## src/hw/rtl/dvad_pkg.sv

```systemverilog
// Shared types, constants and calendar functions for the date age-difference block.
package dvad_pkg;

	localparam int unsigned DayW    = 7;
	localparam int unsigned MonthW  = 7;
	localparam int unsigned YearW   = 14;
	localparam int unsigned MonthsW = 4;
	localparam int unsigned DaysW   = 5;
	localparam int unsigned LenW    = 5;

	localparam logic [YearW-1:0] MaxYearReset = 14'd2024;

	localparam logic [MonthW-1:0] MonthJan      = 7'd1;
	localparam logic [MonthW-1:0] MonthFeb      = 7'd2;
	localparam logic [MonthW-1:0] MonthsPerYear = 7'd12;
	localparam logic [LenW-1:0]   LeapFebLen    = 5'd29;

	// Modular inverse of 25 mod 2^14 and the divisibility limit floor((2^14-1)/25)
	localparam logic [YearW-1:0] Inv25      = 14'd7209;
	localparam logic [YearW-1:0] Div25Limit = 14'd655;

	localparam logic [LenW-1:0] MonthLen [12] = '{
		5'd31, 5'd28, 5'd31, 5'd30, 5'd31, 5'd30,
		5'd31, 5'd31, 5'd30, 5'd31, 5'd30, 5'd31
	};

	typedef enum logic [1:0] {
		ST_OK          = 2'd0,
		ST_NOW_BAD     = 2'd1,
		ST_BIRTH_AFTER = 2'd2,
		ST_BIRTH_BAD   = 2'd3
	} status_t;

	typedef struct packed {
		logic [DayW-1:0]   now_day;
		logic [MonthW-1:0] now_month;
		logic [YearW-1:0]  now_year;
		logic [DayW-1:0]   birth_day;
		logic [MonthW-1:0] birth_month;
		logic [YearW-1:0]  birth_year;
	} date_pair_t;

	typedef struct packed {
		status_t            status;
		logic [YearW-1:0]   age_years;
		logic [MonthsW-1:0] age_months;
		logic [DaysW-1:0]   age_days;
		logic               born_today;
		logic               birthday_today;
	} age_res_t;

	// Gregorian leap rule; divisibility by 25 through the odd-divisor inverse test
	function automatic logic is_leap(input logic [YearW-1:0] y);
		logic [YearW-1:0] lo;
		logic div4;
		logic div16;
		logic div25;
		lo    = y * Inv25;
		div4  = (y[1:0] == 2'b00);
		div16 = (y[3:0] == 4'b0000);
		div25 = (lo <= Div25Limit);
		return (div4 && !div25) || (div16 && div25);
	endfunction

	// Month length, zero for a month out of range
	function automatic logic [LenW-1:0] days_in(input logic [MonthW-1:0] m, input logic leap);
		logic [MonthW-1:0] idx;
		idx = m - MonthJan;
		if (m < MonthJan || m > MonthsPerYear) begin
			return '0;
		end
		if (m == MonthFeb && leap) begin
			return LeapFebLen;
		end
		return MonthLen[idx[3:0]];
	endfunction

endpackage

```

## src/hw/rtl/dvad_if.sv

```systemverilog
// Valid/ready channel interfaces for date pairs and age results.
interface dvad_in_if;
	import dvad_pkg::*;

	logic       valid;
	logic       ready;
	date_pair_t data;

	modport source (output valid, output data, input ready);
	modport sink   (input valid, input data, output ready);
endinterface

interface dvad_out_if;
	import dvad_pkg::*;

	logic     valid;
	logic     ready;
	age_res_t data;

	modport source (output valid, output data, input ready);
	modport sink   (input valid, input data, output ready);
endinterface

```

## src/hw/rtl/dvad_calc.sv

```systemverilog
// Date validation, status precedence and borrow arithmetic for one date pair.
module dvad_calc (
	input  dvad_pkg::date_pair_t       pair,
	input  logic [dvad_pkg::YearW-1:0] max_year,
	output dvad_pkg::age_res_t         res
);
	import dvad_pkg::*;

	logic            now_leap;
	logic            birth_leap;
	logic [LenW-1:0] now_len;
	logic [LenW-1:0] birth_len;
	logic            now_ok;
	logic            birth_ok;
	logic            after;
	status_t         status;

	logic signed [YearW:0]  yr;
	logic signed [MonthW:0] mo;
	logic signed [DayW:0]   dy;

	// Check both dates against month range, month length and year limit, and compare their order
	always_comb begin
		now_leap   = is_leap(pair.now_year);
		birth_leap = is_leap(pair.birth_year);
		now_len    = days_in(pair.now_month, now_leap);
		birth_len  = days_in(pair.birth_month, birth_leap);
		now_ok     = (pair.now_month >= MonthJan) && (pair.now_month <= MonthsPerYear)
			&& (pair.now_day != '0) && (pair.now_day <= DayW'(now_len))
			&& (pair.now_year <= max_year);
		birth_ok   = (pair.birth_month >= MonthJan) && (pair.birth_month <= MonthsPerYear)
			&& (pair.birth_day != '0) && (pair.birth_day <= DayW'(birth_len))
			&& (pair.birth_year <= max_year);
		after      = (pair.birth_year > pair.now_year)
			|| (pair.birth_year == pair.now_year && pair.birth_month > pair.now_month)
			|| (pair.birth_year == pair.now_year && pair.birth_month == pair.now_month
				&& pair.birth_day > pair.now_day);
	end

	// Pick status by precedence: current date, ordering, birth date
	always_comb begin
		if (!now_ok) begin
			status = ST_NOW_BAD;
		end else if (after) begin
			status = ST_BIRTH_AFTER;
		end else if (!birth_ok) begin
			status = ST_BIRTH_BAD;
		end else begin
			status = ST_OK;
		end
	end

	// Subtract field by field, borrow a year into months and the current month's length into days
	always_comb begin
		yr = $signed({1'b0, pair.now_year}) - $signed({1'b0, pair.birth_year});
		mo = $signed({1'b0, pair.now_month}) - $signed({1'b0, pair.birth_month});
		dy = $signed({1'b0, pair.now_day}) - $signed({1'b0, pair.birth_day});
		if (mo < 0) begin
			yr = yr - 2'sd1;
			mo = mo + $signed({1'b0, MonthsPerYear});
		end
		if (mo == 0 && dy < 0) begin
			yr = yr - 2'sd1;
			mo = mo + $signed({1'b0, MonthsPerYear});
		end
		if (dy < 0) begin
			mo = mo - 2'sd1;
			dy = dy + $signed({3'b000, now_len});
		end
	end

	// Drive the result, clamping negatives and zeroing ages unless ok
	always_comb begin
		res.status         = status;
		res.age_years      = '0;
		res.age_months     = '0;
		res.age_days       = '0;
		res.born_today     = (pair.now_day == pair.birth_day)
			&& (pair.now_month == pair.birth_month) && (pair.now_year == pair.birth_year);
		res.birthday_today = (pair.now_day == pair.birth_day)
			&& (pair.now_month == pair.birth_month);
		if (status == ST_OK) begin
			res.age_years  = (yr < 0) ? '0 : yr[YearW-1:0];
			res.age_months = (mo < 0) ? '0 : mo[MonthsW-1:0];
			res.age_days   = (dy < 0) ? '0 : dy[DaysW-1:0];
		end
	end

endmodule

```

## src/hw/rtl/date_validate_age_difference_core.sv

```systemverilog
// Top level of the date age-difference block: input register, calculation, result register.
//
//   channel   direction  handshake            payload
//   date_in   in         valid/ready          now and birth day, month, year
//   age_out   out        valid/ready          status, years, months, days, flags
//   cfg       in         cfg_we (no ready)    max_year
//
// One date pair per cycle sustained while age_out is not stalled; a result item passes
// the input register, then the result register, before it turns valid.
// arst_n clears both stage valid bits and sets max_year to 2024.
// A stalled result holds in the result register; date_in stays ready while either
// stage has room or the result is being taken in the same cycle.
module date_validate_age_difference_core (
	input  logic                       clk,
	input  logic                       arst_n,
	dvad_in_if.sink                    date_in,
	dvad_out_if.source                 age_out,
	input  logic                       cfg_we,
	input  logic [dvad_pkg::YearW-1:0] cfg_wdata
);
	import dvad_pkg::*;

	logic [YearW-1:0] max_year_q;
	logic             v_s1;
	date_pair_t       pair_s1;
	logic             v_s2;
	age_res_t         res_s2;
	age_res_t         res_calc;
	logic             adv_s2;
	logic             adv_s1;

	// Hold the year limit
	always_ff @(posedge clk or negedge arst_n) begin
		if (!arst_n) begin
			max_year_q <= MaxYearReset;
		end else if (cfg_we) begin
			max_year_q <= cfg_wdata;
		end
	end

	// Advance when the next stage has room or is draining
	assign adv_s2        = !v_s2 || age_out.ready;
	assign adv_s1        = !v_s1 || adv_s2;
	assign date_in.ready = adv_s1;

	// Capture the incoming item
	always_ff @(posedge clk or negedge arst_n) begin
		if (!arst_n) begin
			v_s1 <= 1'b0;
		end else if (adv_s1) begin
			v_s1 <= date_in.valid;
		end
	end

	always_ff @(posedge clk) begin
		if (adv_s1 && date_in.valid) begin
			pair_s1 <= date_in.data;
		end
	end

	dvad_calc u_calc (
		.pair     (pair_s1),
		.max_year (max_year_q),
		.res      (res_calc)
	);

	// Register the result item
	always_ff @(posedge clk or negedge arst_n) begin
		if (!arst_n) begin
			v_s2 <= 1'b0;
		end else if (adv_s2) begin
			v_s2 <= v_s1;
		end
	end

	always_ff @(posedge clk) begin
		if (adv_s2 && v_s1) begin
			res_s2 <= res_calc;
		end
	end

	assign age_out.valid = v_s2;
	assign age_out.data  = res_s2;

endmodule

```

## src/flat_wrapper.sv

```systemverilog
// flat-port wrapper written by rule: the top's interface ports become plain ports
module date_validate_age_difference_core_flat import dvad_pkg::*;
  (clk, arst_n, cfg_we, cfg_wdata, date_in_valid, date_in_data, date_in_ready, age_out_valid, age_out_data, age_out_ready);
  dvad_in_if date_in_i ();
  dvad_out_if age_out_i ();
  input  logic clk;
  input  logic arst_n;
  input  logic cfg_we;
  input  logic [dvad_pkg::YearW-1:0] cfg_wdata;
  input wire logic [$bits(date_in_i.valid)-1:0] date_in_valid;
  input wire logic [$bits(date_in_i.data)-1:0] date_in_data;
  output wire logic [$bits(date_in_i.ready)-1:0] date_in_ready;
  output wire logic [$bits(age_out_i.valid)-1:0] age_out_valid;
  output wire logic [$bits(age_out_i.data)-1:0] age_out_data;
  input wire logic [$bits(age_out_i.ready)-1:0] age_out_ready;
  assign date_in_i.valid = date_in_valid;
  assign date_in_i.data = date_in_data;
  assign date_in_ready = date_in_i.ready;
  assign age_out_valid = age_out_i.valid;
  assign age_out_data = age_out_i.data;
  assign age_out_i.ready = age_out_ready;
  date_validate_age_difference_core u_core (.clk(clk), .arst_n(arst_n), .date_in(date_in_i), .age_out(age_out_i), .cfg_we(cfg_we), .cfg_wdata(cfg_wdata));
endmodule
```

## config.mk

```make
export PLATFORM = sky130hd
export DESIGN_NAME = date_validate_age_difference_core_flat
export DESIGN_NICKNAME = d
export VERILOG_FILES = /design/src/hw/rtl/dvad_pkg.sv /design/src/hw/rtl/dvad_if.sv /design/src/hw/rtl/dvad_calc.sv /design/src/hw/rtl/date_validate_age_difference_core.sv /design/src/flat_wrapper.sv
export SDC_FILE = /design/constraint.sdc
export NUM_CORES = 1
export LEC_CHECK = 0
export ABC_AREA = 0
export BUFFER_PORTS_ARGS = -buffer_cell sky130_fd_sc_hd__buf_4
export CORE_MARGIN = 2
export CORE_UTILIZATION = 56
export CTS_BUF_LIST = sky130_fd_sc_hd__clkbuf_8
export DETAILED_ROUTE_END_ITERATION = 8
export GPL_TIMING_DRIVEN = 1
export HOLD_SLACK_MARGIN = 0.05
export PLACE_DENSITY_LB_ADDON = 0.1
export SKIP_LAST_GASP = 1
export SYNTH_ARGS = -nofsm -noshare
export SYNTH_HDL_FRONTEND = slang
export SYNTH_SLANG_ARGS = --single-unit
```

## constraint.sdc

```tcl
create_clock -name clk -period 5.69 [get_ports clk]
set_input_delay 1.138 -clock clk [delete_from_list [all_inputs] [get_ports clk]]
set_output_delay 1.138 -clock clk [all_outputs]
set_load 0.01 [all_outputs]
```

==> summary.md, run 1 <==
| Metric | Value |
|---|---|
| Status | `finished, violations left` |
| Failing checks | `setup timing` |
| Mapped Area | `0.00963 mm2` |
| Clock sinks | `99` |
| Synth async-reset ratio | `0.162` |
| WHS | `0.503 ns` |
| DR iter-0 viols | `307` |
| Rows | `47` |
| Worst-skew pair later-pin latency | `0.39 ns` |
| Slew HR | `0.456` |
| FF-to-FF setup slack | `-0.21 ns` |
| Max VDD drop | `0.000168 V` |
| Number of enable flip-flop cells after synthesis | `83` |
| Setup Skew | `0.0130 ns` |
| WL/cell | `15.8 um` |
| Vias in the first global route | `7309` |
| Leak | `5.15 nW` |
| Final Hold Fails | `0` |
| Synth top area share | `0.259` |
| Max-slew violations | `0` |
| Cells after synthesis | `987` |
| Maximum clock frequency | `170 MHz` |
| Critical path launch point type | `register` |
| RSZ-0062 raised after global routing | `true` |
| Reg2reg start | `u_core.pair_s1[1]` |
| Synth top cells by count | `ha_1 (156), inv_1 (136), edfxtp_1 (83), xnor2_1 (57)` |
| Clock tree buffer depth | `2` |
| Hold WC Path Type | `reg2reg` |
| Vias | `7542` |
| Max FO, Critical Path | `4` |
| Starting Density | `0.577` |
| CTS HTree Levels | `3` |
| CTS clk-pin slew, worst paths | `0.10 ns` |
| Setup-failing EPs final | `23` |
| CTS tree | `done` |
| FF+latch count, synth | `99` |
| Max-cap violations | `0` |
| ANT cells | `0` |
| Number of antenna violations at the first check in global routing | `0` |
| Critical Path RT | `5.95 ns` |
| Drt first pass iters | `4` |
| PortBufs | `103` |
| Post-synth cell types | `78` |
| Final WS setup | `-0.207 ns` |
| Worst hold start | `u_core.v_s1` |
| Die width | `135 um` |
| Area contributors post-synth | `edfxtp_1 (26%), ha_1 (20%), fa_1 (5.4%), inv_1 (5.3%), xnor2_1 (5.2%)` |
| Main synth FF type | `edfxtp_1` |
| Crit end category | `register` |
| Worst Setup SP | `u_core.pair_s1[1]` |
| Final period util | `1.04` |
| Syn. warnings | `0` |
| Die height | `135 um` |
| Most instantiated library cell after synthesis | `ha_1` |
| CTS Hold Bufs | `0` |
| Mapped Avg Cell Area | `9.76 um2` |
| Worst Path Arrival | `6.16 ns` |
| Post-detailed-route via-to-cell ratio | `5.54` |
| Worst-margin pin slew | `0.810 ns` |
| PD cells | `249 mW/mm2` |
| Root Driver | `clkbuf_8` |
| Largest area contributor in the netlist | `edfxtp_1` |
| DP HPWL | `17800 um` |
| Seq/Total Area, Yosys | `0.301` |
| Synthesis-to-layout area growth | `17.7%` |
| Layout cells sized above 1 | `0.205` |
| Total track usage | `0.245` |
| GRT overflow | `0` |
| Largest net degree at the start of global routing | `57` |
| I/O pin count | `104` |
| Final instance area | `0.0113 mm2` |
| Routed Antenna Nets | `0` |
| GP Congestion | `0.892` |
| First-pass GRT wire length | `35500 um` |
| Post-route minimum period | `5.90 ns` |
| Cts bufs inserted | `9` |
| Syn_nets | `1244` |
| Critical path type | `reg2reg` |
| WL final | `21500 um` |
| Full die area | `0.0183 mm2` |
| DRC Markers | `0` |
| Core area | `0.0167 mm2` |
| Area post-placement | `0.0110 mm2` |
| Final net count | `1393` |
metrics by stage:
step / total power, mW / cells / utilization / setup TNS, ns / setup slack, ns
after floorplan: 1.87 / 987 / - / 0 / 0.0354
after global placement: 2.21 / 1344 / 0.658 / -3.38 / -0.227
after detailed placement: 2.24 / 1344 / 0.658 / -6.59 / -0.386
after CTS: 2.82 / 1360 / 0.677 / -3.51 / -0.226
after global routing: 3.05 / 1361 / 0.679 / -10.88 / -0.586
final: 2.82 / 1361 / 0.679 / -2.74 / -0.207
kinds of logic after synthesis:
family,Yosys count,share of synthesized area
multiplexers,9,0.00987
AND/OR/NAND/NOR,239,0.138
adder cells (fa/ha/maj),182,0.257
flip-flops,99,0.301
AO/OA/AOI/OAI,227,0.162
XOR/XNOR,76,0.0691
buffers and inverters,155,0.0629
layout make-up:
class | count | area [um2]
multi-input combinational | 733 | 6230
fill | 1359 | 5360
sequential | 99 | 2900
timing repair buffer | 157 | 1190
inverter | 136 | 510
tap | 220 | 275
clock buffer | 9 | 124
clock inverter | 7 | 113
flip-flops by register name, summed over array words and instances, names as in the netlist:
register,cells
u_core.age_out.valid,1
u_core.max_year_q,14
u_core.v_s1,1
u_core.pair_s1,56
u_core.age_out.data,27
power breakdown:
part | switching, mW | internal, mW
combinational | 0.763 | 0.651
sequential | 0.0322 | 0.844
clock | 0.274 | 0.256
cell usage in the layout (no fill, tap or decap), drive strengths merged, types with 35 or more instances in the layout:
cell    count
buf       157
ha        156
inv       137
edfxtp     83
xnor2      57
nand2      55
a21oi      55
o21ai      48
nor2       35
final timing paths:
kind,end,depth (start not counted)
max,u_core.age_out.data[10],27
max reg2reg,u_core.age_out.data[10],27
max in group asynchronous,u_core.max_year_q[9],1
min in group asynchronous,u_core.max_year_q[11],1
min reg2reg,u_core.age_out.valid,1
min,u_core.age_out.valid,1
worst max-delay path: stages (launching register included):
cell and delay, ns:
edfxtp_1 0.46, fa_1 0.50, ha_1 0.29, ha_1 0.28
inv_1 0.05, fa_1 0.47, fa_2 0.40, xor2_1 0.16
xnor2_1 0.20, xnor2_1 0.16, xnor2_1 0.15, xnor2_1 0.08
o2111ai_1 0.10, o2111ai_2 0.20, a21oi_2 0.19, ha_2 0.17
nor2b_1 0.04, o21a_1 0.16, o21ai_1 0.11, a21oi_1 0.08
o22a_1 0.18, a311oi_2 0.22, buf_4 0.16, o211ai_1 0.10
or3_4 0.38, a211oi_2 0.20, buf_4 0.15, o211a_1 0.13
repair_timing:
item / 4_1_cts / 5_1_grt
endpoints found under the setup margin: 23 / 24
pin swaps: 10 / 5
buffers inserted: 0 / 1
endpoints found under the hold margin: 0 / 0
gates resized for setup: 16 / 8
metal layers:
metal | global-route usage | share of wire
met5 | 0 | 0
met4 | 0.0770 | 0.018
met3 | 0.0370 | 0.039
met2 | 0.410 | 0.47
met1 | 0.331 | 0.47
No activity file was read; power rests on OpenSTA's default activity.
==> run 2, diff against run 1 <==
MAX_ROUTING_LAYER = met4   (was unset)
==> summary.md, run 2 (synthesis gave the netlist of run 1 again) <==
| Metric | Value |
|---|---|
| Clock sinks | `99` |
| Largest register FFs | `56` |
| PortBufs | `103` |
| Setup Skew | `0.0119 ns` |
| Critical path type | `reg2reg` |
| # fillers | `1359` |
| Final core utilization | `0.679` |
| Most frequent cells in the layout | `buf_4 (156), ha_1 (154), inv_1 (135)` |
| Synthesis-to-layout area growth | `17.7%` |
| Post-detailed-route via-to-cell ratio | `5.57` |
| Max FO, Critical Path | `4` |
| Bufs and invs on worst path | `3` |
| Worst-skew pair later-pin latency | `0.39 ns` |
| WL met2 | `10100 um` |
| WL/cell | `15.8 um` |
| I/O pin count | `104` |
| Rows | `47` |
| Metal-1 WL | `10200 um` |
| Layout cells sized above 1 | `0.205` |
| Largest net degree at the start of global routing | `57` |
| Die height | `135 um` |
| Final net count | `1393` |
| Core area | `0.0167 mm2` |
| Maximum clock frequency | `169 MHz` |
| Cts bufs inserted | `9` |
| Slowest Stage Delay on Critical Path | `0.50 ns` |
| Vias in the first global route | `7320` |
| DP HPWL | `17800 um` |
| DR iter-0 viols | `354` |
| Drt first pass iters | `4` |
| Slowest CP cell | `fa_1` |
| Post-route minimum period | `5.90 ns` |
| Final period util | `1.04` |
| CTS Hold Bufs | `0` |
| Number of antenna violations at the first check in global routing | `0` |
| GRT overflow | `0` |
| Top sig layer | `met4` |
| CTS HTree Levels | `3` |
| DRC Markers | `0` |
| Full die area | `0.0183 mm2` |
| Status | `finished, violations left` |
| Worst Path Arrival | `6.16 ns` |
| Starting Density | `0.577` |
| Final Hold Fails | `0` |
| Most frequent CP cell | `xnor2_1` |
| PD cells | `249 mW/mm2` |
| Max-slew violations | `0` |
| Die width | `135 um` |
| Final WS setup | `-0.210 ns` |
| Total track usage | `0.252` |
| WHS | `0.503 ns` |
| GP Congestion | `0.907` |
| WL final | `21500 um` |
| Clock tree buffer depth | `2` |
| Slew HR | `0.470` |
| Root Driver | `clkbuf_8` |
| Max-cap violations | `0` |
| Total negative slack | `-2.83 ns` |
| Hold WC Path Type | `reg2reg` |
| Critical Path RT | `5.95 ns` |
| CP top delay family | `adder cells` |
| Crit end category | `register` |
| Failing checks | `setup timing` |
| Vias | `7579` |
| Max VDD drop | `0.000170 V` |
| Leak | `5.15 nW` |
| First-pass GRT wire length | `35400 um` |
| Setup-failing EPs final | `23` |
| RSZ-0062 raised after global routing | `true` |
| Critical path launch point type | `register` |
| Worst-margin pin slew | `0.790 ns` |
| Routed Antenna Nets | `0` |
| ANT cells | `0` |
| Commonest non-fill, non-tap cell in the layout | `buf_4` |
| CTS tree | `done` |
| Largest register by flop count | `u_core.pair_s1` |
| WL met3 | `779 um` |
| CTS clk-pin slew, worst paths | `0.10 ns` |
[run 2: metrics by stage]
step / worst slack, ns / instances / total power, mW / instance area [um2]
6_report: -0.210 / 1361 / 2.82 / 11300
5_1_grt: -0.586 / 1361 / 3.05 / 11300
4_1_cts: -0.226 / 1360 / 2.82 / 11300
3_5_place_dp: -0.386 / 1344 / 2.24 / 11000
3_3_place_gp: -0.227 / 1344 / 2.21 / 11000
2_1_floorplan: 0.0354 / 987 / 1.87 / 9640
[run 2: area by class of cell]
| cell class | instances | area [um2] | area share |
|---|---|---|---|
| Clock buffer | 9 | 124 | 0.0109 |
| Clock inverter | 7 | 113 | 0.00993 |
| Inverter | 136 | 510 | 0.0450 |
| Multi-Input combinational cell | 733 | 6230 | 0.549 |
| Sequential cell | 99 | 2900 | 0.256 |
| Tap cell | 220 | 275 | 0.0243 |
| Timing Repair Buffer | 157 | 1190 | 0.105 |
[run 2: path summary, 6_finish.rpt]
check | from | to | slack, ns | cells past startpoint
min in group asynchronous | arst_n | u_core.max_year_q[11] | 0.58 | 1
min | u_core.v_s1 | u_core.age_out.valid | 0.50 | 1
min reg2reg | u_core.v_s1 | u_core.age_out.valid | 0.50 | 1
max in group asynchronous | arst_n | u_core.max_year_q[5] | 4.85 | 1
max reg2reg | u_core.pair_s1[1] | u_core.age_out.data[10] | -0.21 | 27
max | u_core.pair_s1[1] | u_core.age_out.data[10] | -0.21 | 27
[run 2: routing by layer]
layer,global-route usage,vias to the layer above
li1,-,3859
met1,0.331,3525
met2,0.411,161
met3,0.0340,34
met4,0.0770,0
met5,-,-
[run 2: where the power goes]
group | internal [mW] | switching (mW)
clock | 0.256 | 0.275
sequential | 0.844 | 0.0325
combinational | 0.651 | 0.763
total | 1.75 | 1.07
[run 2: timing repair]
action / 4_1_cts / 5_1_grt
pin swaps: 10 / 5
buffers inserted: 0 / 1
gates cloned: 0 / 0
resized for setup: 16 / 8
setup endpoints to repair: 23 / 24
[run 2: worst register-to-register path: stages (launching register included)]
cell and delay (ns):
edfxtp_1 0.46, fa_1 0.50, ha_1 0.29, ha_1 0.28
inv_1 0.05, fa_1 0.47, fa_2 0.40, xor2_1 0.16
xnor2_1 0.20, xnor2_1 0.16, xnor2_1 0.15, xnor2_1 0.08
o2111ai_1 0.10, o2111ai_2 0.20, a21oi_2 0.19, ha_2 0.17
nor2b_1 0.04, o21a_1 0.16, o21ai_1 0.11, a21oi_1 0.08
o22a_1 0.18, a311oi_2 0.22, buf_4 0.16, o211ai_1 0.10
or3_4 0.38, a211oi_2 0.20, buf_4 0.15, o211a_1 0.13
